`src/hw/rtl/lrubp_pkg.sv`:
```
// ----------------------------------------------------------------------------
// lrubp_pkg
// shared types and codes for the lru buffer pool directory
// ----------------------------------------------------------------------------
package lrubp_pkg;

  localparam int TAG_W  = 16;
  localparam int PAGE_W = 32;
  localparam int PIN_W  = 15;
  localparam int FIDX_W = 4;

  localparam logic [PIN_W-1:0] PIN_MAX = {PIN_W{1'b1}};

  typedef enum logic [1:0] {
    KIND_GET    = 2'd0,
    KIND_WRITE  = 2'd1,
    KIND_UNPIN  = 2'd2,
    KIND_DEMOTE = 2'd3
  } kind_t;

  typedef enum logic [1:0] {
    ST_HIT     = 2'd0,
    ST_LOADED  = 2'd1,
    ST_ALLPIN  = 2'd2,
    ST_ABSENT  = 2'd3
  } status_t;

  // broadcast command from the sequencer to every frame cell
  typedef struct packed {
    logic              load;    // write new tag, clean, pins 1
    logic              pin;     // saturating increment
    logic              unpin;   // decrement to no lower than 0
    logic              dirty;   // mark dirty
    logic [TAG_W-1:0]  tbl;
    logic [PAGE_W-1:0] pg;
  } cell_cmd_t;

  // recency shift command to the order cells
  typedef struct packed {
    logic promote;  // move the chosen frame to the head
    logic demote;   // move the chosen frame to the tail
  } ord_cmd_t;

endpackage

```
`src/hw/rtl/lrubp_frame_cell.sv`:
```
// ----------------------------------------------------------------------------
// lrubp_frame_cell
// one frame of the directory: tag, valid, dirty and pin count
// ----------------------------------------------------------------------------
module lrubp_frame_cell
  import lrubp_pkg::*;
(
  input  logic              clk,
  input  logic              rst,
  input  logic              sel,
  input  cell_cmd_t         cmd,
  input  logic [TAG_W-1:0]  look_tbl,
  input  logic [PAGE_W-1:0] look_pg,
  output logic              hit,
  output logic              free,
  output logic              valid,
  output logic              dirty,
  output logic [TAG_W-1:0]  tbl,
  output logic [PAGE_W-1:0] pg,
  output logic [PIN_W-1:0]  pins
);

  // tag compare against the request
  assign hit  = valid && (tbl == look_tbl) && (pg == look_pg);
  assign free = (pins == '0);

  // control state
  always_ff @(posedge clk) begin
    if (rst) begin
      valid <= 1'b0;
      dirty <= 1'b0;
      pins  <= '0;
      tbl   <= '0;
      pg    <= '0;
    end else if (sel) begin
      if (cmd.load) begin
        valid <= 1'b1;
        dirty <= 1'b0;
        pins  <= {{(PIN_W-1){1'b0}}, 1'b1};
        tbl   <= cmd.tbl;
        pg    <= cmd.pg;
      end else begin
        if (cmd.dirty) dirty <= 1'b1;
        if (cmd.pin && pins != PIN_MAX) pins <= pins + 1'b1;
        if (cmd.unpin && pins != '0) pins <= pins - 1'b1;
      end
    end
  end

endmodule

```
`src/hw/rtl/lrubp_order_cell.sv`:
```
// ----------------------------------------------------------------------------
// lrubp_order_cell
// one position of the recency order; shifts from a neighbor on promote/demote
// ----------------------------------------------------------------------------
module lrubp_order_cell #(
  parameter int FW = 4,
  parameter int POS = 0
) (
  input  logic          clk,
  input  logic          rst,
  input  logic [1:0]    cmd,        // {demote, promote}
  input  logic [FW-1:0] target,
  input  logic          at_or_above,  // target sits at this position or nearer head
  input  logic          at_or_below,  // target sits at this position or nearer tail
  input  logic          is_head,
  input  logic          is_tail,
  input  logic [FW-1:0] from_prev,
  input  logic [FW-1:0] from_next,
  output logic [FW-1:0] frame
);

  // shift toward tail on promote, toward head on demote
  always_ff @(posedge clk) begin
    if (rst) begin
      frame <= FW'(POS);
    end else if (cmd[0] && at_or_below) begin
      frame <= is_head ? target : from_prev;
    end else if (cmd[1] && at_or_above) begin
      frame <= is_tail ? target : from_next;
    end
  end

endmodule

```
`src/hw/rtl/lru_buffer_pool_with_pinning_unit.sv`:
```
// ----------------------------------------------------------------------------
// lru_buffer_pool_with_pinning_unit
// lru tag directory of a page buffer with pin counts
// ----------------------------------------------------------------------------
// channel  dir  tuser   tdata
// s_axis   in   kind    table_tag, page_number
// m_axis   out  status  frame_index, writeback_needed/table/page, pins_after
//
// an accepted beat goes through lookup, victim pick, cell update and order
// shift while busy; the answer is loaded into the output register at the next edge
// a new beat is taken only in the cycle after the previous answer is taken,
// so the unit holds only one beat at a time
// reset clears all frames and sets frame i at order position i
// ----------------------------------------------------------------------------
module lru_buffer_pool_with_pinning_unit
  import lrubp_pkg::*;
#(
  parameter int NUM_FRAMES = 16
) (
  input  logic        clk,
  input  logic        rst,
  input  logic        s_axis_tvalid,
  output logic        s_axis_tready,
  input  logic [1:0]  s_axis_tuser,   // kind
  input  logic [47:0] s_axis_tdata,   // table_tag, page_number
  output logic        m_axis_tvalid,
  input  logic        m_axis_tready,
  output logic [1:0]  m_axis_tuser,   // status
  output logic [71:0] m_axis_tdata    // frame_index, writeback_needed,
                                      // writeback_table, writeback_page, pins_after
);

  localparam int FW = (NUM_FRAMES > 1) ? $clog2(NUM_FRAMES) : 1;

  // request register
  logic              busy;
  kind_t             r_kind;
  logic [TAG_W-1:0]  r_tbl;
  logic [PAGE_W-1:0] r_pg;

  // cell views
  logic [NUM_FRAMES-1:0] hit, free, fvalid, fdirty, sel;
  logic [TAG_W-1:0]  ftbl [NUM_FRAMES];
  logic [PAGE_W-1:0] fpg  [NUM_FRAMES];
  logic [PIN_W-1:0]  fpin [NUM_FRAMES];
  logic [FW-1:0]     ord  [NUM_FRAMES];

  cell_cmd_t cmd;
  ord_cmd_t  ocmd;

  assign s_axis_tready = !busy && !m_axis_tvalid;

  always_ff @(posedge clk) begin
    if (rst) begin
      busy <= 1'b0;
    end else begin
      if (s_axis_tvalid && s_axis_tready) begin
        busy   <= 1'b1;
        r_kind <= kind_t'(s_axis_tuser);
        r_tbl  <= s_axis_tdata[15:0];
        r_pg   <= s_axis_tdata[47:16];
      end else if (busy) begin
        busy <= 1'b0;
      end
    end
  end

  // frame cells
  for (genvar i = 0; i < NUM_FRAMES; i++) begin : g_frame
    lrubp_frame_cell u_cell (
      .clk(clk), .rst(rst), .sel(sel[i]), .cmd(cmd),
      .look_tbl(r_tbl), .look_pg(r_pg),
      .hit(hit[i]), .free(free[i]), .valid(fvalid[i]), .dirty(fdirty[i]),
      .tbl(ftbl[i]), .pg(fpg[i]), .pins(fpin[i])
    );
  end

  // hit frame and least recent unpinned frame
  logic          any_hit, any_free;
  logic [FW-1:0] hit_f, vic_f, tgt;
  always_comb begin
    any_hit = 1'b0;
    hit_f   = '0;
    for (int i = 0; i < NUM_FRAMES; i++) begin
      if (hit[i]) begin
        any_hit = 1'b1;
        hit_f   = FW'(i);
      end
    end
    any_free = 1'b0;
    vic_f    = '0;
    for (int p = 0; p < NUM_FRAMES; p++) begin
      if (free[ord[p]]) begin
        any_free = 1'b1;
        vic_f    = ord[p];
      end
    end
  end

  // decide the action
  logic      act, is_load;
  status_t   st;
  always_comb begin
    is_load = 1'b0;
    act     = 1'b0;
    tgt     = hit_f;
    st      = ST_HIT;
    case (r_kind)
      KIND_GET: begin
        if (any_hit) begin
          act = 1'b1;
        end else if (any_free) begin
          act = 1'b1; is_load = 1'b1; tgt = vic_f; st = ST_LOADED;
        end else begin
          st = ST_ALLPIN;
        end
      end
      default: begin
        if (any_hit) act = 1'b1;
        else st = ST_ABSENT;
      end
    endcase
    act = act && busy;
    cmd.load  = is_load;
    cmd.pin   = (r_kind == KIND_GET);
    cmd.unpin = (r_kind == KIND_UNPIN);
    cmd.dirty = (r_kind == KIND_WRITE);
    cmd.tbl   = r_tbl;
    cmd.pg    = r_pg;
    ocmd.promote = act && (r_kind == KIND_GET || r_kind == KIND_WRITE);
    ocmd.demote  = act && (r_kind == KIND_DEMOTE);
    for (int i = 0; i < NUM_FRAMES; i++) sel[i] = act && (tgt == FW'(i));
  end

  // order cells, a chain that shifts one step toward head or tail
  logic [NUM_FRAMES-1:0] match_pos, above, below;
  always_comb begin
    for (int p = 0; p < NUM_FRAMES; p++) match_pos[p] = (ord[p] == tgt);
    below[0] = match_pos[0];
    for (int p = 1; p < NUM_FRAMES; p++) below[p] = below[p-1] | match_pos[p];
    above[NUM_FRAMES-1] = match_pos[NUM_FRAMES-1];
    for (int p = NUM_FRAMES-2; p >= 0; p--) above[p] = above[p+1] | match_pos[p];
  end

  for (genvar p = 0; p < NUM_FRAMES; p++) begin : g_ord
    lrubp_order_cell #(.FW(FW), .POS(p)) u_ord (
      .clk(clk), .rst(rst), .cmd({ocmd.demote, ocmd.promote}), .target(tgt),
      .at_or_above(below[p]), .at_or_below(above[p]),
      .is_head(p == 0), .is_tail(p == NUM_FRAMES-1),
      .from_prev(ord[(p == 0) ? 0 : p-1]),
      .from_next(ord[(p == NUM_FRAMES-1) ? p : p+1]),
      .frame(ord[p])
    );
  end

  // result pins after the step
  logic [PIN_W-1:0] cur, pafter;
  always_comb begin
    cur = fpin[tgt];
    pafter = cur;
    if (is_load) pafter = {{(PIN_W-1){1'b0}}, 1'b1};
    else if (r_kind == KIND_GET && cur != PIN_MAX) pafter = cur + 1'b1;
    else if (r_kind == KIND_UNPIN && cur != '0) pafter = cur - 1'b1;
  end

  // answer fields, zero where the step touched no frame
  logic              wb;
  logic [FIDX_W-1:0] res_fidx;
  logic [TAG_W-1:0]  res_wbt;
  logic [PAGE_W-1:0] res_wbp;
  logic [PIN_W-1:0]  res_pins;
  always_comb begin
    wb       = is_load && fvalid[tgt] && fdirty[tgt];
    res_fidx = act ? FIDX_W'(tgt) : '0;
    res_wbt  = wb ? ftbl[tgt] : '0;
    res_wbp  = wb ? fpg[tgt] : '0;
    res_pins = act ? pafter : '0;
  end

  // output register
  always_ff @(posedge clk) begin
    if (rst) begin
      m_axis_tvalid <= 1'b0;
    end else begin
      if (m_axis_tvalid && m_axis_tready) m_axis_tvalid <= 1'b0;
      if (busy) begin
        m_axis_tvalid <= 1'b1;
        m_axis_tuser  <= st;
        m_axis_tdata  <= {4'b0, res_pins, res_wbp, res_wbt, wb, res_fidx};
      end
    end
  end

  // checks
  a_one_hit: assert property (@(posedge clk) disable iff (rst) $onehot0(hit))
    else $error("duplicate tag in directory");
  a_sel: assert property (@(posedge clk) disable iff (rst) $onehot0(sel))
    else $error("more than one frame selected");
  a_rdy: assert property (@(posedge clk) disable iff (rst) busy |=> m_axis_tvalid)
    else $error("answer missing after request");

endmodule
```
`config.mk`:
```
export PLATFORM = sky130hd
export DESIGN_NAME = lru_buffer_pool_with_pinning_unit
export DESIGN_NICKNAME = d
export VERILOG_FILES = /design/src/hw/rtl/lrubp_pkg.sv /design/src/hw/rtl/lrubp_frame_cell.sv /design/src/hw/rtl/lrubp_order_cell.sv /design/src/hw/rtl/lru_buffer_pool_with_pinning_unit.sv
export SDC_FILE = /design/constraint.sdc
export NUM_CORES = 2
export LEC_CHECK = 0
export BUFFER_PORTS_ARGS = -buffer_cell sky130_fd_sc_hd__buf_2
export CORE_ASPECT_RATIO = 0.75
export CORE_MARGIN = 2
export CORE_UTILIZATION = 55
export CTS_CLUSTER_DIAMETER = 100
export DETAILED_ROUTE_END_ITERATION = 8
export PLACE_DENSITY = 0.73
export SKIP_CTS_REPAIR_TIMING = 1
export SYNTH_ARGS = -nofsm -noshare
export SYNTH_HDL_FRONTEND = slang
export SYNTH_HIERARCHICAL = 1
export SYNTH_SLANG_ARGS = --single-unit
```
`constraint.sdc`:
```
create_clock -name clk -period 7.6 [get_ports clk]
set_clock_uncertainty 0.15 [all_clocks]
set_input_delay 0.38 -clock clk [delete_from_list [all_inputs] [get_ports clk]]
set_output_delay 0.38 -clock clk [all_outputs]
set_load 0.05 [all_outputs]
```
* Yosys cells after proc, flatten, opt, wreduce, memory -nomap -nowiden
Index checks and enable logic that the tools add are counted. W data, S select, Z words.
Word-level totals: flip-flop bits (word level) 1226, input port bits 54, output and inout port bits 76, word-level logic and storage cells 728
Cells by class: add/sub/neg operators 34, magnitude comparators 18, eq/ne operators 83, mux-type cells 209, bitwise operators 33, reductions and logical operators 245
Operators with widths (count):
- $mux W15 | 52
- $eq A32 B32 Y1 | 16
- $mux W4 | 65
- $eq A16 B16 Y1 | 16
- $add A15 B1 Y15 const B | 17
- $ne A15 B15 Y1 const B | 17
- $reduce_bool A15 Y1 | 17
- $sub A15 B1 Y15 const B | 17
- $logic_not A15 Y1 | 16
- $bmux W32 S4 | 1
- $logic_and A1 B1 Y1 | 122
- $reduce_and A2 Y1 | 50
- $lt A4 B5 Y1 const B | 17
- $bmux W1 S4 | 18
- $bmux W16 S4 | 1
- $eq A4 B4 Y1 | 16
- $mux W32 | 2
- $mux W1 | 63
- $bmux W15 S4 | 1
- $reduce_bool A3 Y1 | 16
- $reduce_bool A2 Y1 | 18
- $eq A4 B4 Y1 const B | 8
- $mux W16 | 2
- $or A1 B1 Y1 | 30
- 14 further kinds | 24

* Longest topological paths before layout
depth in word-level cells 41, depth in mapped cells 30, depth with buffers taken out 26

* Cells and area by module
Netlist, hierarchy kept.
Modules (own cells, without submodules):
- lrubp_frame_cell (g_frame[0].u_cell ...) | instances 15, cells each 450, area each 3560.9 um^2, seq. area each 1301.2 um^2
- lru_buffer_pool_with_pinning_unit | instances 1, cells each 2848, area each 19244.7 um^2, seq. area each 3643.5 um^2
- lrubp_frame_cell (g_frame[9].u_cell) | instances 1, cells each 446, area each 3549.7 um^2, seq. area each 1301.2 um^2
- lrubp_order_cell (g_ord[10].u_ord ...) | instances 6, cells each 30, area each 277.8 um^2, seq. area each 80.1 um^2
- lrubp_order_cell (g_ord[11].u_ord ...) | instances 4, cells each 33, area each 296.5 um^2, seq. area each 80.1 um^2
- lrubp_order_cell (g_ord[1].u_ord ...) | instances 4, cells each 30, area each 261.5 um^2, seq. area each 80.1 um^2
- lrubp_order_cell (g_ord[15].u_ord) | instances 1, cells each 33, area each 290.3 um^2, seq. area each 80.1 um^2
- lrubp_order_cell (g_ord[0].u_ord) | instances 1, cells each 24, area each 260.2 um^2, seq. area each 80.1 um^2

* Least setup slack after synthesis
OpenSTA, ideal clock, no wires.
path type reg2reg, start point register r_pg[14], end point register g_frame[14].u_cell.pins[13], library setup time 0.079 ns, data arrival time 7.306 ns, required time 7.371 ns, slack 0.065 ns, cell stages (with the launch flop) 23, path buffers 5, period minus slack after synthesis 7.535 ns, path through edfxtp_1 > a22oi_1 > o221ai_1 > nor4_1 > nand4_1 > nor3_1 > or4_1 > nor4b_1 > nand4_1 > a211oi_4 > nor2_1 > a31o_2 > inv_2 > buf_1 > clkbuf_1 > clkbuf_1 > buf_1 > clkbuf_1 > nand2_1 > nor2_1 > nand2_1 > or4b_1 > o211ai_1
RTL lines:
- start: declaration | line lru_buffer_pool_with_pinning_unit.sv:39 | logic [PAGE_W-1:0] r_pg;
- start signal: assignment | line lru_buffer_pool_with_pinning_unit.sv:61 | r_pg <= s_axis_tdata[47:16];
- end signal: assignment | line lrubp_frame_cell.sv:39 | pins <= {{(PIN_W-1){1'b0}}, 1'b1};
- end signal: assignment | line lrubp_frame_cell.sv:44 | if (cmd.pin && pins != PIN_MAX) pins <= pins + 1'b1;
- end signal: assignment | line lrubp_frame_cell.sv:45 | if (cmd.unpin && pins != '0) pins <= pins - 1'b1;
- end: declaration | line lrubp_frame_cell.sv:20 | output logic [PIN_W-1:0] pins

==> results.txt <==
- Clock-pin slew was measured on the worst setup and hold paths at 0.07 ns.
- Routed length on met1: 131000 um
- After detailed routing, the number of remaining DRC violations is 0.
* CTS root buffer: sky130_fd_sc_hd__clkbuf_16
* Max_slew headroom: -3.65%
- Post-synthesis register bit count: between 1k and 1.5k
- Endpoint arrival time on the critical path: 8.05 ns
* Layout cells sized above 1: approximately 11%
* WL per Instance: 24.9 um
- Post-route cell area: ~0.09 mm2
* Most common cell after layout, fill and taps aside: sky130_fd_sc_hd__nand2_1
- Largest vdd supply drop: 0.203 mV
- Core area: 0.145 mm2
* Violated checks: slew limit, setup timing
* Fmax: about 130 MHz
- Path class of the lowest-slack min-delay path: input port to flop
- Final total negative setup slack: -0.119 ns
* Worst Hold Endpoint: r_pg[12]$_DFFE_PP_
- Routability-driven placement finished with a final weighted congestion of 1.10.
- After legalization and detailed placement, the total HPWL measured 217000 um.
- The first TritonRoute pass finished after 8 iterations.
- Syn. warnings: 6
- Area Overhead vs Synth: 13.4%
* Pin slew with the least headroom to its limit: 1.55 ns
* Sequential-to-total area share from yosys stat: 31.9%
- Result of the run: finished, violations left
- The most used flip-flop cell after synthesis is sky130_fd_sc_hd__dfxtp_1.
- The detailed router placed 83.5k vias in this run.
- Detailed routing placed a total of between 50000 and 60000 um of wire on met3.
- The hold violation total from the final report came to 0.
* Maximum capacitance violations: 0
* Total global routing overflow: 0
- Wire segments on met2 add up to 124000 um in the final route.
- Pre-CTS WS: -0.422 ns
- Minimum hold slack: 0.135 ns
- For this run, the slowest stage of the critical path takes 0.95 ns.
- Setup crit end kind: flop
- Global-route wire length before repair: between 400000 and 500000 um
- Counting the fill cells in the layout gives 12.7k.
- Initial Util: 55.5%
* Mean area per synthesized cell: 7.66 um2
- Top layer reached by signal wires: met5
* Cell Pwr Density: 162 mW/mm2
- In this run the core area contains roughly 120 standard-cell rows.
- The number of global-route vias before repair is approximately 75k.
* Final setup slack of the worst path: -0.0564 ns
* Critical path data required time: about 8 ns
- For this design the static power due to leakage is between 0.03 and 0.04 uW.
* Critical hold path startpoint: s_axis_tdata[28]
- Worst-Skew Late Latency: a little over 0.8 ns
* Post-place instance area: 0.0857 mm2
- Clock tree from TritonCTS: built
- In this run the horizontal extent of the chip is 446 um.
* Cell type with the largest total area after synthesis: sky130_fd_sc_hd__dfxtp_1
- Drt initial violations: between 10k and 15k
- Vertical extent of the die: approximately 340 um
- Die area: 0.150 mm2
- Largest fanout of any net on the critical path: 11
* Startpoint kind of the worst setup timing path: flop
* Count of buffers from port buffering: 125
- Summing every instance area after synthesis gives 0.0807 mm2.
- The worst setup path is of the flop to flop kind.
- Total length of routed wires: about 320000 um
- The top cell types in the final layout, fill and taps aside, are sky130_fd_sc_hd__nand2_1, sky130_fd_sc_hd__dfxtp_1, sky130_fd_sc_hd__a21oi_1.
* Number of antenna violations at the first check in global routing: 25
* Setup-failing EPs final: 4
* I/O pins: 130
- For flop-to-flop paths, the worst setup slack is -0.06 ns.
* Number of synthesized flops with an enable pin: 120
- The final layout contains 11.0k nets.
- Of the available clock period, the critical path in the final layout requires 101%.
- Library cells used by synthesis: 115
- Fin crit period: 7.66 ns
* Cell types with the largest area share after synthesis: sky130_fd_sc_hd__dfxtp_1, sky130_fd_sc_hd__nand2_1, sky130_fd_sc_hd__a21oi_1, sky130_fd_sc_hd__xor2_1, sky130_fd_sc_hd__edfxtp_1
- After synthesis, the largest area contributor takes up 27.5% of total cell area.
* Critical R2R Launch: r_pg[2]$_DFFE_PP_
- Worst Hold Depth: 2
- Counting along the longest clock path gives a buffer depth of 3.
* Routed Antenna Nets: 0
- The count of final max-slew check failures is 1.
- Of all flip-flops after synthesis, the portion carrying an async set or reset was 0%.
* CP most frequent cell: sky130_fd_sc_hd__buf_4
* Drt via density: 6.53
* TritonCTS Buffers: 134
- CTS saw 1226 sinks.
- Path depth of the worst reg2reg path: 30
* Worst reg2reg endpoint: m_axis_tdata[53]$_SDFFCE_PN0P_
- Synthesis handed over a netlist of 10.5k instances.
- Entering global routing, the biggest net connects 227 pins.
- Global Route Usage Sum: 40.8%
- The H-tree was split into 4 levels.
- Slowest cell on the critical path: sky130_fd_sc_hd__nor4_1
-- worst max-delay path: cells and delay by family (launching register included) --
kind | cells | cell delay [ns]
AO/OA/AOI/OAI | 5 | 0.72
buffers and inverters | 10 | 1.73
AND/OR/NAND/NOR | 12 | 3.64
multiplexers | 1 | 0.25
flip-flops | 1 | 0.52
XOR/XNOR | 2 | 0.39
-- how the worst max path moves through the flow --
stage / start / endpoint / slack, ns
final: r_pg[2]$_DFFE_PP_ / m_axis_tdata[53]$_SDFFCE_PN0P_ / -0.06
after global routing: r_pg[2]$_DFFE_PP_ / m_axis_tdata[53]$_SDFFCE_PN0P_ / -0.02
after CTS: r_pg[1]$_DFFE_PP_ / m_axis_tdata[55]$_SDFFCE_PP0P_ / -0.44
after detailed placement: r_pg[1]$_DFFE_PP_ / m_axis_tdata[55]$_SDFFCE_PP0P_ / -0.42
after global placement: r_pg[23]$_DFFE_PP_ / m_axis_tdata[53]$_SDFFCE_PN0P_ / -1.18
after floorplan: r_pg[14]$_DFFE_PP_ / g_frame[14].u_cell/pins[13]$_SDFFE_PP0P_ / 0.06
-- cells by family (layout without fill, tap and decap cells) --
kind of cell             count (synthesis)  in the layout  synth area share [%]
AND/OR/NAND/NOR                       4789           4789                  27.7
flip-flops                            1226           1226                  31.9
adder cells (fa/ha/maj)                226            226                  3.65
XOR/XNOR                               882            882                  9.58
multiplexers                           338            338                  4.88
other                                    2             96               0.00931
buffers and inverters                  911           1172                  4.75
AO/OA/AOI/OAI                         2159           2159                  17.5
-- final cells by class --
| class | instances | area [um2] | area share [%] |
|---|---|---|---|
| clock buffers | 188 | 3910 | 4.28 |
| multi-input cells | 8475 | 51800 | 56.7 |
| well taps | 1906 | 2380 | 2.61 |
| inverters | 225 | 865 | 0.946 |
| clock inverters | 56 | 627 | 0.686 |
| repair buffers | 703 | 6030 | 6.60 |
| flip-flops and latches | 1226 | 25700 | 28.2 |
| diodes | 15 | 37.5 | 0.0410 |
-- state kept, by name, summed over array words and instances, names as in the netlist, 16 cells and up --
register,cells
g_frame.u_cell/dirty,16
g_frame.u_cell/pg,512
g_frame.u_cell/pins,240
g_frame.u_cell/tbl,256
g_frame.u_cell/valid,16
g_ord.u_ord/frame,64
m_axis_tdata,68
r_pg,32
r_tbl,16
-- cell usage after synthesis, types with 36 or more instances --
cell,number
sky130_fd_sc_hd__mux2_2,50
sky130_fd_sc_hd__o21ai_0,169
sky130_fd_sc_hd__nand2_1,2611
sky130_fd_sc_hd__a311oi_1,56
sky130_fd_sc_hd__nor4_1,223
sky130_fd_sc_hd__o211ai_1,85
sky130_fd_sc_hd__a31oi_1,88
sky130_fd_sc_hd__a211oi_1,51
sky130_fd_sc_hd__or3_1,39
sky130_fd_sc_hd__inv_1,221
sky130_fd_sc_hd__a211o_1,36
sky130_fd_sc_hd__nor2_1,356
sky130_fd_sc_hd__nor3_1,297
sky130_fd_sc_hd__edfxtp_1,120
sky130_fd_sc_hd__a21o_1,146
sky130_fd_sc_hd__buf_2,73
sky130_fd_sc_hd__mux2i_1,220
sky130_fd_sc_hd__clkbuf_1,531
sky130_fd_sc_hd__nand2b_1,57
sky130_fd_sc_hd__xnor2_1,404
sky130_fd_sc_hd__xor2_1,478
sky130_fd_sc_hd__and3_1,156
sky130_fd_sc_hd__nand4_1,167
sky130_fd_sc_hd__nand3_1,566
sky130_fd_sc_hd__a22oi_1,73
sky130_fd_sc_hd__nand3b_1,49
sky130_fd_sc_hd__ha_1,210
sky130_fd_sc_hd__dfxtp_1,1106
sky130_fd_sc_hd__a21oi_1,1090
-- power breakdown --
group          switching (uW)  internal, uW
Combinational             880           388
Clock                    2940          3980
Sequential               57.2          6560
-- per-layer routing --
layer  GRT usage, %  up-vias
met1           58.6    39414
met2           54.0     5719
met4           16.0       22
met5           2.24        -
li1               -    37554
met3           15.1      799
-- through the flow --
step,std cells,power (uW),util (%)
3_3_place_gp,12436,7910,58.9
3_5_place_dp,12443,7920,59.0
6_report,12794,14800,62.9
2_1_floorplan,10612,7470,-
4_1_cts,12687,14700,62.1
5_1_grt,12786,15100,62.9
No activity file was read; power rests on OpenSTA's default activity.
